[src/rtl/core/dfcr_pkg.sv]
package dfcr_pkg;

    localparam logic [7:0]  DELIMITER     = 8'h7e;
    localparam logic [7:0]  CHECK_BASE    = 8'hff;
    localparam logic [15:0] TIMEOUT_RESET = 16'd10000;
    localparam logic [15:0] MAXLEN_RESET  = 16'd128;

    localparam int IN_TDATA_W  = 8;
    localparam int OUT_TDATA_W = 48;

    typedef enum logic [2:0] {
        PH_HUNT    = 3'd0,
        PH_LEN_HI  = 3'd1,
        PH_LEN_LO  = 3'd2,
        PH_PAYLOAD = 3'd3,
        PH_CHECK   = 3'd4
    } phase_t;

    typedef enum logic [1:0] {
        RK_BYTE = 2'd0,
        RK_GOOD = 2'd1,
        RK_DROP = 2'd2
    } rkind_t;

    typedef enum logic [2:0] {
        ERR_NONE     = 3'd0,
        ERR_CHECKSUM = 3'd1,
        ERR_TIMEOUT  = 3'd2,
        ERR_TOO_LONG = 3'd3,
        ERR_EMPTY    = 3'd4
    } err_t;

    typedef enum logic {
        KIND_BYTE = 1'b0,
        KIND_TICK = 1'b1
    } ikind_t;

    typedef enum logic {
        CFG_TIMEOUT = 1'b0,
        CFG_MAX_LEN = 1'b1
    } cfg_idx_t;

    typedef struct packed {
        logic       kind;
        logic [7:0] rx_byte;
    } item_t;

    typedef struct packed {
        logic [1:0]  result_kind;
        logic [7:0]  payload_byte;
        logic [15:0] byte_index;
        logic [15:0] frame_length;
        logic [2:0]  error_code;
    } result_t;

endpackage

[src/rtl/core/dfcr_in_stage.sv]
module dfcr_in_stage
(
    input  logic                               clk,
    input  logic                               rst_n,
    input  logic                               s_tvalid,
    output logic                               s_tready,
    input  logic [dfcr_pkg::IN_TDATA_W-1:0]    s_tdata,
    input  logic                               s_tuser,
    input  logic                               advance,
    output logic                               item_valid,
    output dfcr_pkg::item_t                    item
);
    import dfcr_pkg::*;

    logic  valid_reg;
    logic  valid_next;
    item_t item_reg;
    logic  take;

    assign s_tready = !valid_reg || advance;
    assign take     = s_tvalid && s_tready;

    always_comb
    begin
        valid_next = valid_reg;
        if (take)
        begin
            valid_next = 1'b1;
        end
        else if (advance)
        begin
            valid_next = 1'b0;
        end
    end

    always_ff @(posedge clk or negedge rst_n)
    begin
        if (!rst_n)
        begin
            valid_reg <= 1'b0;
        end
        else
        begin
            valid_reg <= valid_next;
        end
    end

    always_ff @(posedge clk)
    begin
        if (take)
        begin
            item_reg.kind    <= s_tuser;
            item_reg.rx_byte <= s_tdata[7:0];
        end
    end

    assign item_valid = valid_reg;
    assign item       = item_reg;

endmodule

[src/rtl/core/dfcr_parser.sv]
module dfcr_parser
(
    input  logic                 clk,
    input  logic                 rst_n,
    input  logic                 cfg_we,
    input  logic                 cfg_index,
    input  logic [15:0]          cfg_data,
    input  logic                 advance,
    input  dfcr_pkg::item_t      item,
    output logic                 res_valid,
    output dfcr_pkg::result_t    res
);
    import dfcr_pkg::*;

    phase_t      phase_reg;
    phase_t      phase_next;
    logic [15:0] length_reg;
    logic [15:0] length_next;
    logic [15:0] count_reg;
    logic [15:0] count_next;
    logic [7:0]  sum_reg;
    logic [7:0]  sum_next;
    logic [15:0] timer_reg;
    logic [15:0] timer_next;
    logic [15:0] timeout_reg;
    logic [15:0] max_len_reg;

    logic [16:0] timer_inc;
    logic [15:0] hdr_len;
    logic [15:0] count_inc;
    logic [7:0]  want;

    assign timer_inc = {1'b0, timer_reg} + 17'd1;
    assign hdr_len   = {length_reg[15:8], item.rx_byte};
    assign count_inc = count_reg + 16'd1;
    assign want      = CHECK_BASE - sum_reg;

    // next state
    always_comb
    begin
        phase_next  = phase_reg;
        length_next = length_reg;
        count_next  = count_reg;
        sum_next    = sum_reg;
        timer_next  = timer_reg;
        if (item.kind == KIND_TICK)
        begin
            if (phase_reg != PH_HUNT)
            begin
                if (timer_inc > {1'b0, timeout_reg})
                begin
                    phase_next  = PH_HUNT;
                    length_next = '0;
                    count_next  = '0;
                    sum_next    = '0;
                    timer_next  = '0;
                end
                else
                begin
                    timer_next = timer_inc[15:0];
                end
            end
        end
        else
        begin
            timer_next = '0;
            unique case (phase_reg)
                PH_LEN_HI:
                begin
                    length_next = {item.rx_byte, 8'h00};
                    phase_next  = PH_LEN_LO;
                end
                PH_LEN_LO:
                begin
                    if (hdr_len == 16'd0 || hdr_len > max_len_reg)
                    begin
                        phase_next  = PH_HUNT;
                        length_next = '0;
                    end
                    else
                    begin
                        phase_next  = PH_PAYLOAD;
                        length_next = hdr_len;
                    end
                    count_next = '0;
                    sum_next   = '0;
                end
                PH_PAYLOAD:
                begin
                    sum_next   = sum_reg + item.rx_byte;
                    count_next = count_inc;
                    if (count_inc >= length_reg)
                    begin
                        phase_next = PH_CHECK;
                    end
                end
                PH_CHECK:
                begin
                    phase_next  = PH_HUNT;
                    length_next = '0;
                    count_next  = '0;
                    sum_next    = '0;
                end
                default:
                begin
                    phase_next = PH_HUNT;
                    if (item.rx_byte == DELIMITER)
                    begin
                        phase_next  = PH_LEN_HI;
                        length_next = '0;
                        count_next  = '0;
                        sum_next    = '0;
                    end
                end
            endcase
        end
    end

    // result
    always_comb
    begin
        res_valid        = 1'b0;
        res.result_kind  = RK_DROP;
        res.payload_byte = '0;
        res.byte_index   = '0;
        res.frame_length = '0;
        res.error_code   = ERR_NONE;
        if (item.kind == KIND_TICK)
        begin
            if (phase_reg == PH_LEN_HI || phase_reg == PH_LEN_LO ||
                phase_reg == PH_PAYLOAD || phase_reg == PH_CHECK)
            begin
                if (timer_inc > {1'b0, timeout_reg})
                begin
                    res_valid      = 1'b1;
                    res.byte_index = count_reg;
                    res.error_code = ERR_TIMEOUT;
                    if (phase_reg == PH_PAYLOAD || phase_reg == PH_CHECK)
                    begin
                        res.frame_length = length_reg;
                    end
                end
            end
        end
        else
        begin
            unique case (phase_reg)
                PH_LEN_LO:
                begin
                    if (hdr_len == 16'd0)
                    begin
                        res_valid      = 1'b1;
                        res.error_code = ERR_EMPTY;
                    end
                    else if (hdr_len > max_len_reg)
                    begin
                        res_valid        = 1'b1;
                        res.frame_length = hdr_len;
                        res.error_code   = ERR_TOO_LONG;
                    end
                end
                PH_PAYLOAD:
                begin
                    res_valid        = 1'b1;
                    res.result_kind  = RK_BYTE;
                    res.payload_byte = item.rx_byte;
                    res.byte_index   = count_reg;
                    res.frame_length = length_reg;
                end
                PH_CHECK:
                begin
                    res_valid        = 1'b1;
                    res.byte_index   = count_reg;
                    res.frame_length = length_reg;
                    if (want == item.rx_byte)
                    begin
                        res.result_kind = RK_GOOD;
                    end
                    else
                    begin
                        res.error_code = ERR_CHECKSUM;
                    end
                end
                default:
                begin
                    res_valid = 1'b0;
                end
            endcase
        end
    end

    always_ff @(posedge clk or negedge rst_n)
    begin
        if (!rst_n)
        begin
            phase_reg  <= PH_HUNT;
            length_reg <= '0;
            count_reg  <= '0;
            sum_reg    <= '0;
            timer_reg  <= '0;
        end
        else if (advance)
        begin
            phase_reg  <= phase_next;
            length_reg <= length_next;
            count_reg  <= count_next;
            sum_reg    <= sum_next;
            timer_reg  <= timer_next;
        end
    end

    always_ff @(posedge clk or negedge rst_n)
    begin
        if (!rst_n)
        begin
            timeout_reg <= TIMEOUT_RESET;
            max_len_reg <= MAXLEN_RESET;
        end
        else if (cfg_we)
        begin
            unique case (cfg_index)
                CFG_TIMEOUT: timeout_reg <= cfg_data;
                CFG_MAX_LEN: max_len_reg <= cfg_data;
                default:     timeout_reg <= timeout_reg;
            endcase
        end
    end

endmodule

[src/rtl/core/dfcr_out_stage.sv]
module dfcr_out_stage
(
    input  logic                               clk,
    input  logic                               rst_n,
    input  logic                               load,
    input  dfcr_pkg::result_t                  res,
    output logic                               room,
    output logic                               m_tvalid,
    input  logic                               m_tready,
    output logic [dfcr_pkg::OUT_TDATA_W-1:0]   m_tdata,
    output logic [1:0]                         m_tuser
);
    import dfcr_pkg::*;

    logic    valid_reg;
    logic    valid_next;
    result_t res_reg;

    assign room = !valid_reg || m_tready;

    always_comb
    begin
        valid_next = valid_reg;
        if (load)
        begin
            valid_next = 1'b1;
        end
        else if (m_tready)
        begin
            valid_next = 1'b0;
        end
    end

    always_ff @(posedge clk or negedge rst_n)
    begin
        if (!rst_n)
        begin
            valid_reg <= 1'b0;
        end
        else
        begin
            valid_reg <= valid_next;
        end
    end

    always_ff @(posedge clk)
    begin
        if (load)
        begin
            res_reg <= res;
        end
    end

    assign m_tvalid = valid_reg;
    assign m_tuser  = res_reg.result_kind;
    assign m_tdata  = {5'b00000, res_reg.error_code, res_reg.frame_length,
                       res_reg.byte_index, res_reg.payload_byte};

endmodule

[src/rtl/core/delimited_frame_checksum_receiver.sv]
// Frame receiver for a byte stream with 0x7e delimiter, 16-bit big-endian length,
// payload and additive checksum. One byte or tick transfer is taken every clock unless
// the stall below holds it; a result passes the input register, then the result
// register, before it is presented, and can be taken at the following edge at the
// earliest. The only stall comes from the single result register: while it holds an
// untaken result, an item that yields a result waits, an item that yields none passes.
// Write timeout_ticks (index 0) and max_frame_length (index 1) only while idle.
module delimited_frame_checksum_receiver
(
    input  logic                               clk,
    input  logic                               rst_n,
    input  logic                               s_tvalid,
    output logic                               s_tready,
    input  logic [dfcr_pkg::IN_TDATA_W-1:0]    s_tdata,   // rx_byte
    input  logic                               s_tuser,   // kind
    output logic                               m_tvalid,
    input  logic                               m_tready,
    output logic [dfcr_pkg::OUT_TDATA_W-1:0]   m_tdata,   // payload_byte, byte_index,
                                                          // frame_length, error_code
    output logic [1:0]                         m_tuser,   // result_kind
    input  logic                               cfg_we,
    input  logic                               cfg_index,
    input  logic [15:0]                        cfg_data
);
    import dfcr_pkg::*;

    logic    item_valid;
    item_t   item;
    logic    res_valid;
    result_t res;
    logic    room;
    logic    advance;

    assign advance = item_valid && (!res_valid || room);

    dfcr_in_stage u_in
    (
        .clk        (clk),
        .rst_n      (rst_n),
        .s_tvalid   (s_tvalid),
        .s_tready   (s_tready),
        .s_tdata    (s_tdata),
        .s_tuser    (s_tuser),
        .advance    (advance),
        .item_valid (item_valid),
        .item       (item)
    );

    dfcr_parser u_parser
    (
        .clk       (clk),
        .rst_n     (rst_n),
        .cfg_we    (cfg_we),
        .cfg_index (cfg_index),
        .cfg_data  (cfg_data),
        .advance   (advance),
        .item      (item),
        .res_valid (res_valid),
        .res       (res)
    );

    dfcr_out_stage u_out
    (
        .clk      (clk),
        .rst_n    (rst_n),
        .load     (advance && res_valid),
        .res      (res),
        .room     (room),
        .m_tvalid (m_tvalid),
        .m_tready (m_tready),
        .m_tdata  (m_tdata),
        .m_tuser  (m_tuser)
    );

endmodule

[config.mk]
export PLATFORM = sky130hd
export DESIGN_NAME = delimited_frame_checksum_receiver
export DESIGN_NICKNAME = d
export VERILOG_FILES = /design/src/rtl/core/dfcr_pkg.sv /design/src/rtl/core/dfcr_in_stage.sv /design/src/rtl/core/dfcr_parser.sv /design/src/rtl/core/dfcr_out_stage.sv /design/src/rtl/core/delimited_frame_checksum_receiver.sv
export SDC_FILE = /design/constraint.sdc
export NUM_CORES = 1
export LEC_CHECK = 0
export BUFFER_PORTS_ARGS = -buffer_cell sky130_fd_sc_hd__buf_2
export CAP_MARGIN = 0
export CORE_MARGIN = 1.5
export CORE_UTILIZATION = 30
export CTS_BUF_LIST = sky130_fd_sc_hd__clkbuf_16
export DETAILED_ROUTE_END_ITERATION = 8
export PLACE_DENSITY = 0.54
export SETUP_SLACK_MARGIN = 0.05
export SLEW_MARGIN = 0
export SYNTH_ARGS = -nofsm -noshare
export SYNTH_HDL_FRONTEND = slang
export SYNTH_HIERARCHICAL = 1
export SYNTH_SLANG_ARGS = --single-unit
[constraint.sdc]
create_clock -name clk -period 8.1 [get_ports clk]
set_input_delay 0.81 -clock clk [delete_from_list [all_inputs] [get_ports clk]]
set_output_delay 0.81 -clock clk [all_outputs]
set_load 0.01 [all_outputs]
# [Word-level counts from Yosys, hierarchy flattened]
# Cells that the tools add are included.
[totals] register_bits=147 in_bits=31 output_inout_bits=52 word_cells=114
[classes] add_sub_neg=4 n_lt_le_gt_ge=3 eq_ne=12 n_mux=46 bitwise_logic=2 reduce_logical=30
[op_table] op="$mux 16" count=12
[op_table] op="$mux 35" count=3
[op_table] op="$pmux 16 s4" count=1
[op_table] op="$pmux 16 s3" count=1
[op_table] op="$mux 8" count=4
[op_table] op="$pmux 16 s2" count=1
[op_table] op="$pmux 8 s3" count=1
[op_table] op="$mux 19" count=1
[op_table] op="$add 16x1->17 const B" count=1
[op_table] op="$gt 17x16->1" count=1
[op_table] op="$add 16x1->16 const B" count=1
[op_table] op="$ge 16x16->1" count=1
[op_table] op="$gt 16x16->1" count=1
[op_table] op="$logic_not 16->1" count=1
[op_table] op="$mux 3" count=5
[op_table] op="$pmux 3 s4" count=1
[op_table] op="$mux 1" count=11
[op_table] op="$reduce_and 5->1" count=2
[op_table] op="$add 8x8->8" count=1
[op_table] op="$eq 8x7->1 const B" count=1
[op_table] op="$eq 8x8->1" count=1
[op_table] op="$logic_or 1x1->1" count=8
[op_table] op="$sub 8x8->8 const A" count=1
[op_table] op="$eq 3x2->1 const B" count=2
[op_table] op="other kinds (20)" count=34

# [Depth between registers and ports, before layout]
[logic_depth] ltp_word=12 ltp_mapped=23 depth_no_buf=20

# [By module]
# The synthesis kept the hierarchy.
[by_module_without_submodules] module="dfcr_parser" n_inst=1 cells_each=717 area_per_inst_um2=6327.3 seq_area_each_um2=2284.7
[by_module_without_submodules] module="dfcr_out_stage" n_inst=1 cells_each=54 area_per_inst_um2=1440.1 seq_area_each_um2=1376.3
[by_module_without_submodules] module="dfcr_in_stage" n_inst=1 cells_each=13 area_per_inst_um2=324.1 seq_area_each_um2=295.3
[by_module_without_submodules] module="delimited_frame_checksum_receiver" n_inst=1 cells_each=3 area_per_inst_um2=18.8 seq_area_each_um2=0.0

# [Least setup slack after synthesis]
# OpenSTA, ideal clock, no wires.
[synth_timing] path_kind="reg2reg" start="register u_parser.timer_reg[0]" end="register u_parser.length_reg[10]" arrival_ns=4.058 slack_ns=3.921 path_stages_with_launch=21 path_buffers=1 cell_sequence="dfrtp_1 > ha_1 > nand4_2 > nor3_1 > and3_1 > nand3_1 > xnor2_1 > ha_1 > nand3_1 > nor3_1 > nand3_1 > a21oi_1 > nand3_1 > clkbuf_1 > nand2_1 > nor2_1 > a21boi_1 > nand2_1 > a211oi_1 > o21bai_1 > a22o_1"
[synth_via] elab_chain_cells=9
[synth_lines] element="start, declared" line="dfcr_parser.sv:23" rtl="logic [15:0] timer_reg;"
[synth_lines] element="start signal, assigned" line="dfcr_parser.sv:208" rtl="timer_reg <= timer_next;"
[synth_lines] element="$add 16x1->17" line="dfcr_parser.sv:33" rtl="assign timer_inc = {1'b0, timer_reg} + 17'd1;"
[synth_lines] element="$gt 17x16->1" line="dfcr_parser.sv:133" rtl="if (timer_inc > {1'b0, timeout_reg})"
[synth_lines] element="$mux 1" line="dfcr_parser.sv:133"
[synth_lines] element="$mux 1" line="dfcr_parser.sv:130" rtl="if (phase_reg == PH_LEN_HI || phase_reg == PH_LEN_LO ||"
[synth_lines] element="$mux 1" line="dfcr_parser.sv:128" rtl="if (item.kind == KIND_TICK)"
[synth_lines] element="net res_valid" line="delimited_frame_checksum_receiver.sv:29" rtl="logic res_valid;"
[synth_lines] element="$logic_not 1->1" line="delimited_frame_checksum_receiver.sv:34" rtl="assign advance = item_valid && (!res_valid || room);"
[synth_lines] element="$logic_or 1x1->1" line="delimited_frame_checksum_receiver.sv:34"
[synth_lines] element="$logic_and 1x1->1" line="delimited_frame_checksum_receiver.sv:34"
[synth_lines] element="net advance" line="delimited_frame_checksum_receiver.sv:32" rtl="logic advance;"
[synth_lines] element="$reduce_and 6->1 (no source line)"
[synth_lines] element="end signal, assigned" line="dfcr_parser.sv:205" rtl="length_reg <= length_next;"
[synth_lines] element="end, declared" line="dfcr_parser.sv:17" rtl="logic [15:0] length_reg;"
# The timed path passes the listed nets, and every way through them passes these cells.
# A chain may end at the register's enable or synchronous reset.

# [Worst setup path in the final report]
[layout_timing] start="register u_parser.timer_reg[0]" end="register u_parser.length_reg[13]"
# The elaborated chain is that of the path after synthesis.

==> results.md <==
* Status: complete, no violations
* DR vias/cell at 4.944
* Top_reg_cell synth: dfrtp_1
* Register area at 0.003956 mm^2
* R2R setup slack at 2880 ps
* Post-Synthesis Cells at 787
* # hold bufs at CTS at 0
* Antenna viol nets, final at 0
* Die Y at 167.4 um
* Placed Cells at 1180
* TritonCTS clock tree: done
* Max_cap viols at 0
* GRT Util Overall at 0.1499
* Initial antenna violation count at 0
* Sequential-to-total area share from yosys stat at 0.4878
* DP Area at 0.008805 mm^2
* DR pass1 iterations at 5
* Count of state elements after synthesis at 147
* Fin. max-slew vios at 0
* Dpl hpwl at 14690 um
* Fin crit period at 5220 ps
* Final Cycle Share at 0.6444
* Die width at 167.4 um
* VDD IR-drop max at 0.0001088 V
* Worst EP required at 8400 ps
* Largest net degree at the start of global routing at 50
* Fin. Hold Viols at 0
* DR WL/cell at 16.63 um
* Number of flops mapped to enable cells by yosys at 54
* Inserted Diodes at 0
* Crit-path max FO at 23
* CP delay by family, top: simple AND/OR/NAND/NOR gates
* Site row count at 60
* Die area at 0.02803 mm^2
* Synth top area cells: dfrtp_1, edfxtp_1, ha_1
* Fill cells at 2690
* Power Dens Cells at 267.3 mW/mm^2
* Crit path DAT at 5520 ps
* GP Congestion at 0.8279
* Slowest CP cell: a211oi_1
* Yosys warns at 6
* Final net count at 947
* Leakage power at 4.144 nW
* Type of the worst setup path: reg -> reg
* PostCTS Resize Cnt at 0
* Worst path max stage delay at 520 ps
* HP Class: in -> async
* Synthesized area per cell at 10.31 um^2
* Cells along the critical path: ha_1 > nand4_2 > nor3_1 > and3_1 > nand3_1 > xnor2_1 > ha_1 > nand3_1 > nor3_1 > nand3_1 > a21oi_1 > nand3_1 > buf_4 > nand2_1 > nor2_1 > a21boi_1 > nand2_1 > a211oi_1 > o21bai_1 > a22o_1
* Final setup violating endpoints at 0
* Overall Power at 2.509 mW
* # IOs at 83
* Share of cells above drive strength 1 at 0.1780
* Worst Skew at 18.49 ps
* Cell Area, Synth at 0.008110 mm^2
* Post-CTS Setup Repair Bufs at 0
* Vias in the first global route at 5864
* Max reg flops at 43
* Most frequent CP cell: nand3_1
* Synth unique cells at 65
* Slew HR at 0.2834
* Post-route DRC at 0
* Multi-input gate area at 0.003779 mm^2
* Post-route cell area at 0.009387 mm^2
* PortBufs at 77
* Clock-pin slew on the worst setup and hold paths at 60 ps
* CTS max path bufs at 2
* Final worst slack at 2880 ps
* Routed WL at 20160 um
* Inserted Clock Buffers at 17
* Area leader, netlist: dfrtp_1
* Max Clk Rate at 191.6 MHz
* Finished Layout Cells at 1212
* First-pass GRT wire length at 32510 um
* Vias at 5992
* Clk_lat worst skew at 430 ps
* Synth top area share at 0.2684
* CTS sink cnt at 147
* Setup crit start kind: flip-flop
* Initial Utilization at 0.3035
* Core ar. at 0.02673 mm^2
* Root Driver: clkbuf_16
* Slew of the pin with the lowest slew margin at 1075 ps
* Top-count cell post-synth: nand2_1
* Area growth syn-to-layout at 15.74%
* Unrepaired setup endpoints after global routing: no
* Crit end category: flip-flop
* H-Tree Depth at 4
* Ys async rst share at 0.6327
* Pre-CTS WS at 2991 ps
* GRT overflow at 0
* Commonest cells post-synth: nand2_1, dfrtp_1, o21ai_0
* CP bufs+invs at 1
* Fin Setup TNS at 0 ps
* 1st-iter DRT viols at 392
==> path summary, 6_finish.rpt <==
check,from,endpoint,cells after the start
setup / recovery,u_parser/timer_reg[0],u_parser/length_reg[13],20
hold / removal,rst_n,u_parser/timer_reg[9],1
setup reg to reg,u_parser/timer_reg[0],u_parser/length_reg[13],20
hold reg to reg,u_parser/sum_reg[3],u_parser/sum_reg[3],2
max in group asynchronous,rst_n,u_parser/sum_reg[0],2
min in group clk,u_parser/sum_reg[3],u_parser/sum_reg[3],2
==> where the power goes <==
part           switching (mW)  internal, mW
Clock                   0.334         0.457
Combinational           0.426         0.261
Sequential              0.112         0.919
==> layout by cell type, fill, tap and decap left out, types with 3 or more instances in the layout <==
master      n
nor2_1     46
clkbuf_16  17
nand2_1    90
a32o_1      4
ha_1       57
a31oi_1     5
a211oi_1    6
dfrtp_1    87
a22o_1     15
nand2b_1    9
conb_1      5
nand3_1    24
o21ai_0    63
nand4_1    12
a21oi_1    31
o31ai_2     4
o211ai_1    3
and3_1     14
buf_4       6
and4_1      6
a21o_1      8
a22oi_1     5
inv_6       4
edfxtp_1   54
mux2i_1     9
and2_1     10
nor4_1      5
dfstp_2     6
a21boi_0   15
nor3_1     10
inv_1      59
xnor2_1    20
o31ai_1     5
buf_2      76
mux2_2     19
xor2_1     14
nor2b_1     7
==> logic make-up after synthesis <==
kind of cell,count (synthesis),share of synthesized area
AO/OA/AOI/OAI,180,0.1486
XOR/XNOR,34,0.03672
adder cells (fa/ha/maj),58,0.09040
buffers and inverters,92,0.04813
flip-flops,147,0.4878
multiplexers,28,0.03749
other,1,0.0004624
AND/OR/NAND/NOR,247,0.1504
==> per-layer routing <==
| metal | track usage | vias up | routed length (um) |
|---|---|---|---|
| met5 | 0 | - | 0 |
| met4 | 0.05249 | 0 | 379 |
| met3 | 0.03593 | 26 | 885 |
| met2 | 0.2308 | 149 | 9058 |
| met1 | 0.2054 | 2872 | 9835 |
| li1 | - | 2945 | - |
==> stage by stage <==
| step | utilization | hold slack (ps) |
|---|---|---|
| 2_1_floorplan | - | 452.6 |
| 3_3_place_gp | 0.3294 | 465.4 |
| 3_5_place_dp | 0.3294 | 477.0 |
| 4_1_cts | 0.3512 | 415.9 |
| 5_1_grt | 0.3512 | 443.5 |
| 6_report | 0.3512 | 408.8 |
==> area by class of cell <==
type | count | area share
flip-flops and latches | 147 | 0.4215
multi-input cells | 552 | 0.4026
well taps | 341 | 0.04545
clock buffers | 17 | 0.04532
repair buffers | 82 | 0.04532
inverters | 58 | 0.02319
clock inverters | 15 | 0.01666
==> worst register-to-register path, stage by stage (launching register included) <==
cell      delay, ps
dfrtp_1         410
ha_1            280
nand4_2         190
nor3_1          220
and3_1          220
nand3_1         100
xnor2_1         160
ha_1            310
nand3_1         100
nor3_1          310
nand3_1         200
a21oi_1         260
nand3_1         100
buf_4           250
nand2_1          80
nor2_1           50
a21boi_1        320
nand2_1         490
a211oi_1        520
o21bai_1        280
a22o_1          250
Power figures use the tool's default switching activity.
